`src/rtl/est_pkg.sv`:
```
// entity slot table package: sizes, operation codes and shared types
// used by est_slot_mem, est_seq, entity_slot_table and est_chk; no dependencies
package est_pkg;

	localparam int SLOTS   = 64;
	localparam int ID_BITS = 16;
	localparam int TILE_W  = 8;
	localparam int SLOT_W  = (SLOTS > 1) ? $clog2(SLOTS) : 1;
	localparam int CNT_W   = $clog2(SLOTS + 1);
	localparam int KIND_W  = 2;

	localparam logic [KIND_W-1:0] KIND_CREATE = 2'd0;
	localparam logic [KIND_W-1:0] KIND_PUSH   = 2'd1;
	localparam logic [KIND_W-1:0] KIND_POP    = 2'd2;

	typedef struct packed {
		logic [ID_BITS-1:0] id;
		logic [TILE_W-1:0]  x;
		logic [TILE_W-1:0]  y;
	} slot_word_t;

	typedef struct packed {
		logic              we;
		logic [SLOT_W-1:0] waddr;
		slot_word_t        wdata;
		logic [SLOT_W-1:0] raddr;
	} mem_req_t;

endpackage

```
`src/rtl/est_slot_mem.sv`:
```
// slot memory: id and tile position of every slot, one write and one read port
// depends on est_pkg; read data is registered
module est_slot_mem
	import est_pkg::*;
(
	input  logic       clk,
	input  mem_req_t   req,
	output slot_word_t rdata
);

	slot_word_t mem_q [SLOTS];
	slot_word_t rdata_q;

	always_ff @(posedge clk) begin
		if (req.we) begin
			mem_q[req.waddr] <= req.wdata;
		end
		rdata_q <= mem_q[req.raddr];
	end

	assign rdata = rdata_q;

endmodule

```
`src/rtl/est_seq.sv`:
```
// sequencer: holds live flags, live count and id cursor, scans slots one a cycle
// through a single shared slot compare; depends on est_pkg and drives est_slot_mem
module est_seq
	import est_pkg::*;
(
	input  logic               clk,
	input  logic               arst_n,
	input  logic               start,
	input  logic [KIND_W-1:0]  kind,
	input  logic [TILE_W-1:0]  tile_x,
	input  logic [TILE_W-1:0]  tile_y,
	input  logic [ID_BITS-1:0] entry_id,
	output logic               busy,
	output logic               done,
	output logic               ok,
	output logic [SLOT_W-1:0]  slot_index,
	output logic [ID_BITS-1:0] given_id,
	output logic [CNT_W-1:0]   live_count,
	output mem_req_t           mem_req,
	input  slot_word_t         mem_rdata
);

	typedef enum logic [1:0] {
		ST_IDLE,
		ST_CHECK,
		ST_SCAN
	} state_t;

	state_t             state_q;
	logic [SLOTS-1:0]   live_q;
	logic [CNT_W-1:0]   live_total_q;
	logic [ID_BITS-1:0] next_id_q;
	logic [KIND_W-1:0]  kind_q;
	logic [TILE_W-1:0]  x_q;
	logic [TILE_W-1:0]  y_q;
	logic [ID_BITS-1:0] eid_q;
	logic [CNT_W-1:0]   scan_q;
	logic               v_s1;
	logic [SLOT_W-1:0]  idx_s1;
	logic               done_q;
	logic               ok_q;
	logic [SLOT_W-1:0]  slot_q;
	logic [ID_BITS-1:0] gid_q;
	logic [CNT_W-1:0]   count_q;

	logic               is_pop;
	logic               is_alloc;
	logic               full;
	logic               hit;
	logic               scan_end;
	logic [ID_BITS-1:0] new_id;
	logic [ID_BITS-1:0] after_id;

	assign is_pop   = (kind_q == KIND_POP);
	assign is_alloc = (kind_q == KIND_CREATE) || (kind_q == KIND_PUSH);
	assign full     = (live_total_q >= CNT_W'(SLOTS));
	assign scan_end = (scan_q == CNT_W'(SLOTS));
	assign after_id = eid_q + ID_BITS'(1);
	assign new_id   = (kind_q == KIND_CREATE) ? next_id_q : eid_q;

	// shared slot compare: free slot for alloc, live slot with matching id for pop
	assign hit = is_pop ? (live_q[idx_s1] && (mem_rdata.id == eid_q)) : !live_q[idx_s1];

	always_comb begin
		mem_req.we       = (state_q == ST_SCAN) && v_s1 && hit && is_alloc;
		mem_req.waddr    = idx_s1;
		mem_req.wdata.id = new_id;
		mem_req.wdata.x  = x_q;
		mem_req.wdata.y  = y_q;
		mem_req.raddr    = scan_q[SLOT_W-1:0];
	end

	always_ff @(posedge clk or negedge arst_n) begin
		if (!arst_n) begin
			state_q      <= ST_IDLE;
			live_q       <= '0;
			live_total_q <= '0;
			next_id_q    <= '0;
			kind_q       <= '0;
			x_q          <= '0;
			y_q          <= '0;
			eid_q        <= '0;
			scan_q       <= '0;
			v_s1         <= 1'b0;
			idx_s1       <= '0;
			done_q       <= 1'b0;
			ok_q         <= 1'b0;
			slot_q       <= '0;
			gid_q        <= '0;
			count_q      <= '0;
		end else begin
			done_q <= 1'b0;
			case (state_q)
				ST_IDLE: begin
					if (start) begin
						kind_q  <= kind;
						x_q     <= tile_x;
						y_q     <= tile_y;
						eid_q   <= entry_id;
						state_q <= ST_CHECK;
					end
				end
				ST_CHECK: begin
					if (is_pop || (is_alloc && !full)) begin
						scan_q  <= '0;
						v_s1    <= 1'b0;
						state_q <= ST_SCAN;
					end else begin
						// unused kind or table full
						done_q  <= 1'b1;
						ok_q    <= 1'b0;
						slot_q  <= '0;
						gid_q   <= '0;
						count_q <= live_total_q;
						state_q <= ST_IDLE;
					end
				end
				ST_SCAN: begin
					v_s1   <= !scan_end;
					idx_s1 <= scan_q[SLOT_W-1:0];
					if (!scan_end) begin
						scan_q <= scan_q + CNT_W'(1);
					end
					if (v_s1 && hit) begin
						done_q  <= 1'b1;
						ok_q    <= 1'b1;
						slot_q  <= idx_s1;
						v_s1    <= 1'b0;
						state_q <= ST_IDLE;
						if (is_pop) begin
							live_q[idx_s1] <= 1'b0;
							live_total_q   <= live_total_q - CNT_W'(1);
							count_q        <= live_total_q - CNT_W'(1);
							gid_q          <= '0;
						end else begin
							live_q[idx_s1] <= 1'b1;
							live_total_q   <= live_total_q + CNT_W'(1);
							count_q        <= live_total_q + CNT_W'(1);
							gid_q          <= new_id;
							if (kind_q == KIND_CREATE) begin
								next_id_q <= next_id_q + ID_BITS'(1);
							end else if (after_id > next_id_q) begin
								next_id_q <= after_id;
							end
						end
					end else if (v_s1 && (idx_s1 == SLOT_W'(SLOTS - 1))) begin
						// last slot compared without a hit
						done_q  <= 1'b1;
						ok_q    <= 1'b0;
						slot_q  <= '0;
						gid_q   <= '0;
						count_q <= live_total_q;
						v_s1    <= 1'b0;
						state_q <= ST_IDLE;
					end
				end
				default: begin
					state_q <= ST_IDLE;
				end
			endcase
		end
	end

	assign busy       = (state_q != ST_IDLE);
	assign done       = done_q;
	assign ok         = ok_q;
	assign slot_index = slot_q;
	assign given_id   = gid_q;
	assign live_count = count_q;

endmodule

```
`src/rtl/entity_slot_table.sv`:
```
// Entity slot table. A command is taken at a clock edge where start is high and
// busy is low; exactly one result beat follows, shown for one cycle with done high,
// and it cannot be held off, so the receiver must take it in that cycle. busy is
// low again in the done cycle, so the next command may be taken at its end. A
// command fails at once from the check state (unused kind, table full); otherwise
// it ends at the first matching slot or after the last slot without a hit: the sequencer
// compares one slot per cycle through the registered read port of the slot memory.
// depends on est_pkg, est_seq and est_slot_mem
module entity_slot_table
	import est_pkg::*;
(
	input  logic               clk,
	input  logic               arst_n,
	input  logic               start,
	output logic               busy,
	input  logic [KIND_W-1:0]  kind,
	input  logic [TILE_W-1:0]  tile_x,
	input  logic [TILE_W-1:0]  tile_y,
	input  logic [ID_BITS-1:0] entry_id,
	output logic               done,
	output logic               ok,
	output logic [SLOT_W-1:0]  slot_index,
	output logic [ID_BITS-1:0] given_id,
	output logic [CNT_W-1:0]   live_count
);

	mem_req_t   mem_req;
	slot_word_t mem_rdata;

	est_seq u_seq (
		.clk        (clk),
		.arst_n     (arst_n),
		.start      (start),
		.kind       (kind),
		.tile_x     (tile_x),
		.tile_y     (tile_y),
		.entry_id   (entry_id),
		.busy       (busy),
		.done       (done),
		.ok         (ok),
		.slot_index (slot_index),
		.given_id   (given_id),
		.live_count (live_count),
		.mem_req    (mem_req),
		.mem_rdata  (mem_rdata)
	);

	est_slot_mem u_mem (
		.clk   (clk),
		.req   (mem_req),
		.rdata (mem_rdata)
	);

endmodule

```
`config.mk`:
```
export PLATFORM = sky130hd
export DESIGN_NAME = entity_slot_table
export DESIGN_NICKNAME = d
export VERILOG_FILES = /design/src/rtl/est_pkg.sv /design/src/rtl/est_slot_mem.sv /design/src/rtl/est_seq.sv /design/src/rtl/entity_slot_table.sv
export SDC_FILE = /design/constraint.sdc
export NUM_CORES = 1
export LEC_CHECK = 0
export BUFFER_PORTS_ARGS = -buffer_cell sky130_fd_sc_hd__buf_4
export CAP_MARGIN = 40
export CORE_MARGIN = 3
export CORE_UTILIZATION = 50
export DETAILED_ROUTE_END_ITERATION = 12
export PLACE_DENSITY = 0.68
export SETUP_SLACK_MARGIN = 0.5
export SLEW_MARGIN = 5
export SYNTH_ARGS = -nofsm -noshare
export SYNTH_HDL_FRONTEND = slang
export SYNTH_SLANG_ARGS = --single-unit
```
`constraint.sdc`:
```
create_clock -name clk -period 4.75 [get_ports clk]
set_input_delay 0.95 -clock clk [delete_from_list [all_inputs] [get_ports clk]]
set_output_delay 0.95 -clock clk [all_outputs]
set_load 0.01 [all_outputs]
```
==> impl_metrics.ini <==
[floorplan]
dieArea_sq_um = 99630
die_w_um = 315.6
rows = 112
dieHeight_um = 315.6
start_util_pct = 50.91
ios = 69
core-area_sq_um = 94170

[yosys]
synth_nets = 2447
syn_area_sq_um = 47940
synthCells = 2381
synth_area_leaders = edfxtp_1 64%, mux4_2 16%, dfrtp_1 7.9%
synth_edf_count = 1024
synth-main-ff-cell = edfxtp_1
ys_async_sr_fraction_pct = 12.75
netlist-cell-type-count = 61
ys_ff_latch = 1192
synth_warnings = 0
yosysTopAreaCell = edfxtp_1
synth_top_area_share_pct = 64.14
syn-mean-instance-area_sq_um = 20.13
ys_seq_area_share_pct = 72.74

[grt]
antenna_found_initial = 2
overflow = 0
grt_pass1_wl_um = 165200
grt_max_degree = 86
track_usage_pct = 22.60
grt_pass1_vias = 24680

[power]
ir_worst_vdd_mv = 0.4114
p_per_area_nw_per_um2 = 541.3
leakagePower_uw = 0.01798

[sta]
fin_crit_sh_pct = 83.82
worst_pin_slew_ns = 0.9054
rsz0062_at_grt = false
hold_viol = 0
fin_setup_tns_ns = 0
finalClockSkew_ns = 0.02426
maxSlewHeadroom_pct = 39.41
setup_violations = 0
drv_slew = 0
fmax_mhz = 251.2
min_period_ns = 3.982

[critical_path]
cp.arrival_ns = 4.36
critPathMaxFanout = 14
worstPathRequired_ns = 5.13
cp-end-kind = flop
startpoint_type = flop
crit_type = flop to flop

[route]
top_layer = met5
via_per_inst = 6.234
drt_iter0_markers = 2786
vias = 24230
first_pass_iters = 6
met2_length_um = 54500
antenna_left = 0
drt-met1-wl_um = 44980
wl_um = 110500
wl_per_cell_um = 28.43
drc = 0
dr_wl_met3_um = 8144

[final_layout]
area_growth_pct = 14.38
layout_common_cells = 1024 x edfxtp_1, 336 x mux4_2, 161 x buf_4
final_cells = 3887
final_common_cell = edfxtp_1
drive_above_1_share_pct = 30.71
fin_nets = 2599

[placement]
dp_cells = 3668
hpwl_um = 67290
io_buffers = 52
gp_congestion = 0.8242

[min_path]
hold_path.class = input pin to async pin

[clock_tree]
cts_setup_buffers = 0
clock_latency_ns = 0.69
htreeDepth = 3
cts-root-buf = clkbuf_16
clk_pin_slew_ns = 0.06
tritoncts = yes
cts.sinks = 1192
numCtsBuffers = 117
cts_buffer_depth = 3

[flow_run]
maxCapViolCount = 0

[status]
status = finished clean
cells by family (layout without fill, tap and decap cells):
logic type	Yosys count	count (layout)	share of synthesized area, %
DFF	1192	1192	72.74
muxes	442	442	18.18
and+or+nand+nor	288	288	2.910
AOI/OAI and AO/OA	204	204	3.046
buffers and inverters	188	438	1.652
xor gates and xnor gates	38	38	0.6942
adders and majority gates	29	29	0.7726
other	0	2	0
final timing paths:
check | from | endpoint | slack [ns] | cells past startpoint
max in group asynchronous | arst_n | u_seq.scan_q[1]$_DFFE_PN0P_ | 3.93 | 2
min in group clk | u_seq.given_id[0]$_DFFE_PN0P_ | u_seq.given_id[0]$_DFFE_PN0P_ | 0.50 | 1
worst min register to register | u_seq.given_id[0]$_DFFE_PN0P_ | u_seq.given_id[0]$_DFFE_PN0P_ | 0.50 | 1
worst max-delay path | u_seq.idx_s1[2]$_DFFE_PN0P_ | u_mem.mem_q[52][17]$_DFFE_PP_ | 0.77 | 9
worst max register to register | u_seq.idx_s1[2]$_DFFE_PN0P_ | u_mem.mem_q[52][17]$_DFFE_PP_ | 0.77 | 9
worst min-delay path | arst_n | u_seq.next_id_q[7]$_DFFE_PN0P_ | 0.10 | 1
sequential cells by signal, summed over array words and instances, names as in the netlist, 7 cells and up, named ones only:
register and cells:
u_seq.scan_q 7, u_seq.given_id 16, u_seq.live_total_q 7, u_mem.rdata 16, u_mem.mem_q 1024, u_seq.live_count 7
u_seq.next_id_q 16, u_seq.eid_q 16
metal layers:
metal / vias to the layer above / GRT usage (%)
li1: 10130 / -
met1: 12890 / 32.31
met2: 1026 / 36.51
met3: 183 / 3.985
met4: 2 / 6.067
met5: - / 0
stage by stage:
| stage | utilization [%] | setup slack [ns] | hold WS (ns) | total power (uW) | area (sq um) |
|---|---|---|---|---|---|
| after floorplan | - | 0.5385 | 0.4507 | 17900 | 47940 |
| after global placement | 53.67 | 0.7878 | 0.4633 | 19890 | 50540 |
| after detailed placement | 53.98 | 0.6471 | 0.4764 | 20380 | 50830 |
| after CTS | 58.20 | 0.6260 | 0.06315 | 29880 | 54810 |
| after global routing | 58.22 | 0.5915 | 0.08635 | 30800 | 54830 |
| final | 58.23 | 0.7684 | 0.1026 | 29680 | 54830 |
where the power goes:
| group | total, uW | internal (uW) | leakage, uW | switching (uW) |
|---|---|---|---|---|
| clock | 9520 | 5670 | 0.00194 | 3850 |
| combinational | 6360 | 2200 | 0.00458 | 4170 |
| sequential | 13800 | 13400 | 0.0115 | 420 |
critical path, cell delays in order, from the launching register on:
cell and delay [ns]:
dfrtp_1 0.58, and2_1 0.49, a211oi_1 0.14, nand3_1 0.20
nand4_4 0.16, or4_1 0.70, a21oi_4 0.28, nand2_1 0.31
nor2_1 0.56, buf_12 0.24
layout make-up:
| type | count | area, sq um |
|---|---|---|
| sequential | 1192 | 34890 |
| antenna | 2 | 5.005 |
| clock inverter | 75 | 919.6 |
| multi-input combinational | 1001 | 12470 |
| inverter | 31 | 118.9 |
| tap | 1254 | 1569 |
| fill | 6722 | 39340 |
| clock buffer | 142 | 3063 |
| timing repair buffer | 190 | 1805 |
Yosys cell counts (28+ instances only):
cell type	n
edfxtp_1	1024
dfrtp_1	152
nand2_1	51
a31oi_1	48
ha_1	28
nand3_1	35
buf_1	29
nor2_1	91
inv_1	31
mux2i_1	36
mux4_2	336
mux2_2	65
nor3_1	41
clkbuf_1	95
timing repair:
item	in CTS	in global routing
resized for setup	0	5
hold endpoints to repair	0	0
endpoints found under the setup margin	0	106
hold buffers	0	0
Note: power is estimated with default switching activity, not from simulation.
